==> src/hdl/afhq_pkg.sv <==
package afhq_pkg;

  localparam int CheckSlotsDefault = 3;

  localparam int CfgIdxW = 3;
  localparam int TimeW   = 64;
  localparam int ErrW    = 32;
  localparam int WaitW   = 5;
  localparam int AxisW   = 12;
  localparam int AxisLsb = 4;

  localparam logic [WaitW-1:0] GoodWaitFrames   = WaitW'(20);
  localparam logic [TimeW-1:0] ResetHoldoffUs   = TimeW'(10000);
  localparam logic [TimeW-1:0] RewriteHoldoffUs = TimeW'(3000);

  localparam int SlotChipId = 0;
  localparam int SlotConf   = 1;
  localparam int SlotRange  = 2;

  typedef enum logic [2:0] {
    StHeld       = 3'd0,
    StXferFail   = 3'd1,
    StDuplicate  = 3'd2,
    StAllZero    = 3'd3,
    StSuppressed = 3'd4,
    StValid      = 3'd5
  } status_e;

  typedef enum logic [1:0] {
    FixNone      = 2'd0,
    FixSoftReset = 2'd1,
    FixRewrite   = 2'd2
  } fix_e;

  typedef enum logic [CfgIdxW-1:0] {
    CfgChipId      = 3'd0,
    CfgConf        = 3'd1,
    CfgRange       = 3'd2,
    CfgNewDataMask = 3'd3
  } cfg_reg_e;

  typedef struct packed {
    logic [TimeW-1:0] now_us;
    logic             transfer_ok;
    logic [7:0]       x_low;
    logic [7:0]       x_high;
    logic [7:0]       y_low;
    logic [7:0]       y_high;
    logic [7:0]       z_low;
    logic [7:0]       z_high;
    logic [7:0]       check_readback;
  } frame_t;

  typedef struct packed {
    status_e                 status;
    logic signed [AxisW-1:0] accel_x;
    logic signed [AxisW-1:0] accel_y;
    logic signed [AxisW-1:0] accel_z;
    fix_e                    fix_action;
    logic [1:0]              fix_slot;
    logic [7:0]              fix_value;
    logic [ErrW-1:0]         error_total;
    logic [1:0]              next_slot;
  } result_t;

  typedef struct packed {
    logic [CfgIdxW-1:0] index;
    logic [7:0]         data;
  } cfg_t;

endpackage

==> src/hdl/afhq_stream_if.sv <==
interface afhq_stream_if #(
  parameter type payload_t = logic
) ();
  logic     valid;
  logic     ready;
  payload_t payload;

  modport source (output valid, output payload, input ready);
  modport sink (input valid, input payload, output ready);
endinterface

==> src/hdl/accel_frame_health_qualifier.sv <==
// A frame passes the input register and then the result register on its way out.
// Throughput: one frame per cycle unless result_o stalls; the per-frame check,
// unpack and counter update is one logic pass between input and result registers.
// Reset: asynchronous, active low; clears both valid bits, the check slot,
// good-frame wait, hold-off deadline and error counter, and returns the config
// registers to their defaults.
module accel_frame_health_qualifier #(
  parameter int CHECK_SLOTS = afhq_pkg::CheckSlotsDefault
) (
  input  logic          clk_i,
  input  logic          rst_ni,
  afhq_stream_if.sink   cfg_i,
  afhq_stream_if.sink   frame_i,
  afhq_stream_if.source result_o
);

  localparam int SlotW = (CHECK_SLOTS > 1) ? $clog2(CHECK_SLOTS) : 1;
  localparam int ExtW  = SlotW + 2;

  logic [7:0] exp_chip_id_q, exp_conf_q, exp_range_q, nd_mask_q;

  logic                          s_valid_q;
  afhq_pkg::frame_t              s_q;
  logic                          out_valid_q;
  afhq_pkg::result_t             res_q, res_d;

  logic [afhq_pkg::WaitW-1:0]    good_wait_q, good_wait_d;
  logic [SlotW-1:0]              slot_q, slot_d;
  logic [afhq_pkg::TimeW-1:0]    deadline_q, deadline_d;
  logic [afhq_pkg::ErrW-1:0]     err_q, err_d;

  logic advance, accept;

  assign cfg_i.ready     = 1'b1;
  assign advance         = s_valid_q && (!out_valid_q || result_o.ready);
  assign frame_i.ready   = !s_valid_q || advance;
  assign accept          = frame_i.valid && frame_i.ready;
  assign result_o.valid  = out_valid_q;
  assign result_o.payload = res_q;

  function automatic logic [afhq_pkg::TimeW-1:0] sat_add(
    input logic [afhq_pkg::TimeW-1:0] a,
    input logic [afhq_pkg::TimeW-1:0] b
  );
    logic [afhq_pkg::TimeW:0] s;
    s = {1'b0, a} + {1'b0, b};
    return s[afhq_pkg::TimeW] ? '1 : s[afhq_pkg::TimeW-1:0];
  endfunction

  function automatic logic [afhq_pkg::ErrW-1:0] sat_inc(
    input logic [afhq_pkg::ErrW-1:0] v
  );
    return (v == '1) ? v : v + afhq_pkg::ErrW'(1);
  endfunction

  always_comb begin
    logic [SlotW-1:0]          slot;
    logic [SlotW:0]            slot_inc;
    logic [ExtW-1:0]           slot_ext;
    logic [ExtW-1:0]           next_ext;
    logic [7:0]                expected;
    logic                      mismatch;
    logic [15:0]               wx, wy, wz;
    logic [afhq_pkg::AxisW-1:0] x, y, z;
    logic [afhq_pkg::WaitW-1:0] gw;

    good_wait_d = good_wait_q;
    slot_d      = slot_q;
    deadline_d  = deadline_q;
    err_d       = err_q;
    slot_inc    = '0;

    res_d             = '0;
    res_d.status      = afhq_pkg::StHeld;
    res_d.fix_action  = afhq_pkg::FixNone;

    slot = slot_q;
    if ({1'b0, slot_q} >= (SlotW+1)'(CHECK_SLOTS)) begin
      slot = '0;
    end
    slot_ext = ExtW'(slot);
    if (slot_ext == ExtW'(afhq_pkg::SlotChipId)) begin
      expected = exp_chip_id_q;
    end else if (slot_ext == ExtW'(afhq_pkg::SlotConf)) begin
      expected = exp_conf_q;
    end else if (slot_ext == ExtW'(afhq_pkg::SlotRange)) begin
      expected = exp_range_q;
    end else begin
      expected = '0;
    end
    mismatch = (s_q.check_readback != expected);

    wx = {s_q.x_high, s_q.x_low};
    wy = {s_q.y_high, s_q.y_low};
    wz = {s_q.z_high, s_q.z_low};
    x  = wx[afhq_pkg::AxisLsb +: afhq_pkg::AxisW];
    y  = wy[afhq_pkg::AxisLsb +: afhq_pkg::AxisW];
    z  = wz[afhq_pkg::AxisLsb +: afhq_pkg::AxisW];
    gw = good_wait_q;

    if (s_q.now_us < deadline_q) begin
      res_d.status = afhq_pkg::StHeld;
    end else if (!s_q.transfer_ok) begin
      res_d.status = afhq_pkg::StXferFail;
    end else begin
      if (mismatch) begin
        err_d = sat_inc(err_d);
        if (good_wait_q == '0 || slot == '0) begin
          res_d.fix_action = afhq_pkg::FixSoftReset;
          deadline_d       = sat_add(s_q.now_us, afhq_pkg::ResetHoldoffUs);
          slot             = '0;
        end else begin
          res_d.fix_action = afhq_pkg::FixRewrite;
          res_d.fix_slot   = slot_ext[1:0];
          res_d.fix_value  = expected;
          deadline_d       = sat_add(s_q.now_us, afhq_pkg::RewriteHoldoffUs);
        end
        gw = afhq_pkg::GoodWaitFrames;
      end
      slot_inc = {1'b0, slot} + (SlotW+1)'(1);
      if (slot_inc == (SlotW+1)'(CHECK_SLOTS)) begin
        slot_d = '0;
      end else begin
        slot_d = slot_inc[SlotW-1:0];
      end

      if ((s_q.x_low & nd_mask_q) == '0 || (s_q.y_low & nd_mask_q) == '0 ||
          (s_q.z_low & nd_mask_q) == '0) begin
        res_d.status = afhq_pkg::StDuplicate;
      end else if (x == '0 && y == '0 && z == '0) begin
        err_d        = sat_inc(err_d);
        res_d.status = afhq_pkg::StAllZero;
      end else if (gw != '0) begin
        gw           = gw - afhq_pkg::WaitW'(1);
        res_d.status = afhq_pkg::StSuppressed;
      end else begin
        res_d.status  = afhq_pkg::StValid;
        res_d.accel_x = x;
        res_d.accel_y = y;
        res_d.accel_z = z;
      end
      good_wait_d = gw;
    end

    next_ext          = ExtW'(slot_d);
    res_d.error_total = err_d;
    res_d.next_slot   = next_ext[1:0];
  end

  always_ff @(posedge clk_i or negedge rst_ni) begin
    if (!rst_ni) begin
      exp_chip_id_q <= '0;
      exp_conf_q    <= '0;
      exp_range_q   <= '0;
      nd_mask_q     <= 8'd1;
    end else if (cfg_i.valid) begin
      unique case (afhq_pkg::cfg_reg_e'(cfg_i.payload.index))
        afhq_pkg::CfgChipId:      exp_chip_id_q <= cfg_i.payload.data;
        afhq_pkg::CfgConf:        exp_conf_q    <= cfg_i.payload.data;
        afhq_pkg::CfgRange:       exp_range_q   <= cfg_i.payload.data;
        afhq_pkg::CfgNewDataMask: nd_mask_q     <= cfg_i.payload.data;
        default: ;
      endcase
    end
  end

  always_ff @(posedge clk_i or negedge rst_ni) begin
    if (!rst_ni) begin
      s_valid_q   <= 1'b0;
      out_valid_q <= 1'b0;
      good_wait_q <= '0;
      slot_q      <= '0;
      deadline_q  <= '0;
      err_q       <= '0;
    end else begin
      s_valid_q   <= accept || (s_valid_q && !advance);
      out_valid_q <= advance || (out_valid_q && !result_o.ready);
      if (advance) begin
        good_wait_q <= good_wait_d;
        slot_q      <= slot_d;
        deadline_q  <= deadline_d;
        err_q       <= err_d;
      end
    end
  end

  always_ff @(posedge clk_i) begin
    if (accept) begin
      s_q <= frame_i.payload;
    end
    if (advance) begin
      res_q <= res_d;
    end
  end

endmodule

==> src/flat_wrapper.sv <==
// flat-port wrapper written by rule: the top's interface ports become plain ports
module accel_frame_health_qualifier_flat import afhq_pkg::*;
#(
  parameter int CHECK_SLOTS = afhq_pkg::CheckSlotsDefault
)
  (clk_i, rst_ni, cfg_i_valid, cfg_i_payload, cfg_i_ready, frame_i_valid, frame_i_payload, frame_i_ready, result_o_valid, result_o_payload, result_o_ready);
  afhq_stream_if #(.payload_t(cfg_t)) cfg_i_i ();
  afhq_stream_if #(.payload_t(frame_t)) frame_i_i ();
  afhq_stream_if #(.payload_t(result_t)) result_o_i ();
  input  logic clk_i;
  input  logic rst_ni;
  input wire logic [$bits(cfg_i_i.valid)-1:0] cfg_i_valid;
  input wire logic [$bits(cfg_i_i.payload)-1:0] cfg_i_payload;
  output wire logic [$bits(cfg_i_i.ready)-1:0] cfg_i_ready;
  input wire logic [$bits(frame_i_i.valid)-1:0] frame_i_valid;
  input wire logic [$bits(frame_i_i.payload)-1:0] frame_i_payload;
  output wire logic [$bits(frame_i_i.ready)-1:0] frame_i_ready;
  output wire logic [$bits(result_o_i.valid)-1:0] result_o_valid;
  output wire logic [$bits(result_o_i.payload)-1:0] result_o_payload;
  input wire logic [$bits(result_o_i.ready)-1:0] result_o_ready;
  assign cfg_i_i.valid = cfg_i_valid;
  assign cfg_i_i.payload = cfg_i_payload;
  assign cfg_i_ready = cfg_i_i.ready;
  assign frame_i_i.valid = frame_i_valid;
  assign frame_i_i.payload = frame_i_payload;
  assign frame_i_ready = frame_i_i.ready;
  assign result_o_valid = result_o_i.valid;
  assign result_o_payload = result_o_i.payload;
  assign result_o_i.ready = result_o_ready;
  accel_frame_health_qualifier #(.CHECK_SLOTS(CHECK_SLOTS)) u_core (.clk_i(clk_i), .rst_ni(rst_ni), .cfg_i(cfg_i_i), .frame_i(frame_i_i), .result_o(result_o_i));
endmodule
==> config.mk <==
export PLATFORM = sky130hd
export DESIGN_NAME = accel_frame_health_qualifier_flat
export DESIGN_NICKNAME = d
export VERILOG_FILES = /design/src/hdl/afhq_pkg.sv /design/src/hdl/afhq_stream_if.sv /design/src/hdl/accel_frame_health_qualifier.sv /design/src/flat_wrapper.sv
export SDC_FILE = /design/constraint.sdc
export NUM_CORES = 1
export LEC_CHECK = 0
export BUFFER_PORTS_ARGS = -buffer_cell sky130_fd_sc_hd__buf_2
export CAP_MARGIN = 20
export CORE_UTILIZATION = 43
export DETAILED_ROUTE_END_ITERATION = 8
export PLACE_DENSITY_LB_ADDON = 0.08
export SYNTH_ARGS = -nofsm -noshare
export SYNTH_HDL_FRONTEND = slang
export SYNTH_SLANG_ARGS = --single-unit
export TNS_END_PERCENT = 30
==> constraint.sdc <==
create_clock -name clk_i -period 4.53 [get_ports clk_i]
set_clock_uncertainty 0.15 [all_clocks]
set_input_delay 0.6795 -clock clk_i [delete_from_list [all_inputs] [get_ports clk_i]]
set_output_delay 0.6795 -clock clk_i [all_outputs]
set_load 0.05 [all_outputs]
==> run metrics <==
status completed; Initial DRC Count between 1000 and 1500; fin nets 2288; Synth area leaders edfxtp_1, dfrtp_1, ha_1, a21oi_1, nand2_1; total die area 43800 um^2; total of max-cap violations 0; Synth top area share 33.5%; vias in the first global route 14500; number of synthesized register bits 343; CTS Hold Bufs 0; Pwr Total 11.6 mW; Critical Path RT 4700 ps; Clock transition at path regs 60 ps; commonest non-fill, non-tap cell in the layout buf_2; commonest cells after routing, fill and taps aside buf_2, edfxtp_1, nand2_1; HPWL after DPL 38400 um; routed vias/inst 5.66; share of cells above drive strength 1 21.8%; CP Cell Sequence inv_1 -> ha_4 -> o221ai_1 -> or4_4 -> a211oi_4 -> and3_4 -> buf_12 -> o311a_4 -> o22ai_1 -> nand4bb_4 -> nand3b_4 -> or3_4 -> mux2i_1 -> a21oi_1 -> mux2_2; RD Place Congestion 0.904; area leader, netlist edfxtp_1; first-pass GRT wire length 82900 um; worst path arrival time 4550 ps; setup slack after layout 153 ps; Async SR Flop Fraction 39.9%; Syn Nets 2019; EDFF count, synth 206; Die Y 209 um; worst relative slew slack 37.8%; Worst setup EP type register; worst skew pair latency 580 ps; DRC errors left 0; startpoint types register; count of input and output buffers 223; Remaining Overflow, GRT 0; final worst path period share 96.6%; Synth Area per Inst 10.2 um^2; Layout area overhead 20.3%; maximum vdd ir drop 331 uV; placed inst area 20600 um^2; Pleak 9.39 nW; Worst Tran Pin Value between 900 and 1000 ps; CP max stage delay about 570 ps; Finished Cell Area 22200 um^2; core region area 42100 um^2; cell row count 75; unique cell type count in the Yosys netlist 94; Max FO, Critical Path 7; post-route minimum period 4380 ps; post-synthesis cell count 1810; Global Route Usage Sum about a quarter; r2r startpoint u_core.slot_q[0]; final hold violation count 0; Hold Crit Class primary input to async pin; CP max-delay cell or4_4; worst slack at placement -170 ps; PwrDens roughly 520 nW/um^2; f_max 0.228 GHz; Post-Syn Area around 18000 um^2; Root Driver clkbuf_16; crit path kind register to register; Die X 209 um; Initial Util between 40% and 50%; Buf+Inv Stages, Crit Path 2; ys flop type edfxtp_1; CTS Buf Count 40; H-tree depth 2; DRT Pass-1 Iters 7; # setup viols final 0; sequential area share after synthesis 52.1%; Crit path max-delay family simple AND/OR/NAND/NOR gates; CTS sink cnt 343; CTS tree done; Slew Limit Fails 0; worst-case clock buffer depth 3; initial antenna violation count 3; I/O Pins 225; drt wl/cell 20.1 um; final core occ roughly 53%; CP Launch Point u_core.slot_q[0]; largest net degree at the start of global routing 88; Post-Route WL 53200 um; remaining antenna violation count after routing 0; Syn. warnings 0; FILL cells 3850; DR vias 15000
==> state kept, by name, indices dropped and copies added, names as in the netlist <==
signal / flops
u_core.result_o.payload: 85
u_core.good_wait_q: 5
u_core.slot_q: 2
u_core.s_q: 121
u_core.result_o.valid: 1
u_core.deadline_q: 64
u_core.exp_conf_q: 8
u_core.err_q: 32
u_core.exp_range_q: 8
u_core.s_valid_q: 1
u_core.exp_chip_id_q: 8
u_core.nd_mask_q: 8
==> cell type report <==
cell class	instances	area [um^2]	share of cell area, %
inverter	96	360	1.62
clock buffer	49	1060	4.79
tap	539	674	3.04
clock inverter	24	335	1.51
timing repair buffer	307	1920	8.63
sequential	343	9620	43.3
multi-input combinational	1291	8240	37.1
antenna	3	7.51	0.0338
==> synthesized netlist by cell type, types with 5 or more instances <==
cell type,n
nor3_1,47
o21a_1,6
a221oi_1,10
o22ai_1,26
o21ai_0,114
ha_1,72
dfrtp_1,136
nand3_1,44
nand4_1,31
nor4_1,30
nor2b_1,8
inv_1,95
a22o_1,5
a211oi_1,6
o211ai_1,5
xnor2_1,37
edfxtp_1,206
nand2_1,191
a31oi_1,10
clkbuf_1,59
and2_1,16
o31ai_1,9
a22oi_1,26
or3_1,10
and4_1,5
nand3b_1,6
a21o_1,23
mux2_2,44
nand2b_1,16
a21oi_1,150
xor2_1,30
nor2_1,149
o221ai_1,10
and3_1,62
buf_2,12
==> final timing paths <==
| path | endpoint | slack, ps | cells past startpoint |
|---|---|---|---|
| worst max register to register | u_core.result_o.payload[30] | 150 | 15 |
| max in group asynchronous | u_core.deadline_q[53] | 3300 | 2 |
| min in group clk_i | u_core.s_q[33] | 120 | 1 |
| worst max-delay path | u_core.result_o.payload[30] | 150 | 15 |
| worst min-delay path | u_core.nd_mask_q[4] | 60 | 1 |
| worst min register to register | u_core.deadline_q[1] | 370 | 2 |
==> logic make-up after synthesis <==
| group | after synthesis | share of synthesized area (%) |
|---|---|---|
| AO/OA/AOI/OAI | 460 | 15.8 |
| XOR/XNOR | 67 | 3.18 |
| adder cells (fa/ha/maj) | 72 | 4.88 |
| buffers and inverters | 176 | 3.79 |
| flip-flops | 343 | 52.1 |
| multiplexers | 47 | 2.85 |
| other | 1 | 0.0203 |
| AND/OR/NAND/NOR | 644 | 17.4 |
==> report_power, final <==
group          internal, mW  leakage, nW  switching (mW)
registers              3.92         3.67           0.365
clock network          2.04        0.676            1.35
logic                  1.48         5.04            2.45
total                  7.44         9.39            4.16
==> worst reg2reg max path, stage by stage, from the launching register on <==
cell       delay [ps]
dfrtp_1           350
inv_1             100
ha_4              320
o221ai_1          120
or4_4             570
a211oi_4          320
and3_4            310
buf_12            150
o311a_4           210
o22ai_1            90
nand4bb_4         300
nand3b_4          230
or3_4             420
mux2i_1           140
a21oi_1            90
mux2_2            270
==> per-stage QoR <==
step	cells	TNS (ps)	hold slack [ps]
6_report	2652	0	64.4
4_1_cts	2643	0	73.2
5_1_grt	2652	-3.55	97.2
2_1_floorplan	1810	0	234
3_3_place_gp	2569	0	346
3_5_place_dp	2569	-974	346
==> repair_timing <==
action	in CTS	in global routing
gates resized for setup	2	10
setup buffers	1	3
endpoints found under the hold margin	0	0
endpoints found under the setup margin	17	39
cloned	0	2
pin swaps	1	2
==> metal layers <==
metal / GRT usage, % / vias up / part of all wire [%]
li1: - / 7241 / -
met1: 32.9 / 7258 / 44
met2: 40.3 / 408 / 48
met3: 3.02 / 92 / 4.7
met4: 8.24 / 0 / 2.7
met5: 0 / - / 0
No activity file was read; power rests on OpenSTA's default activity.
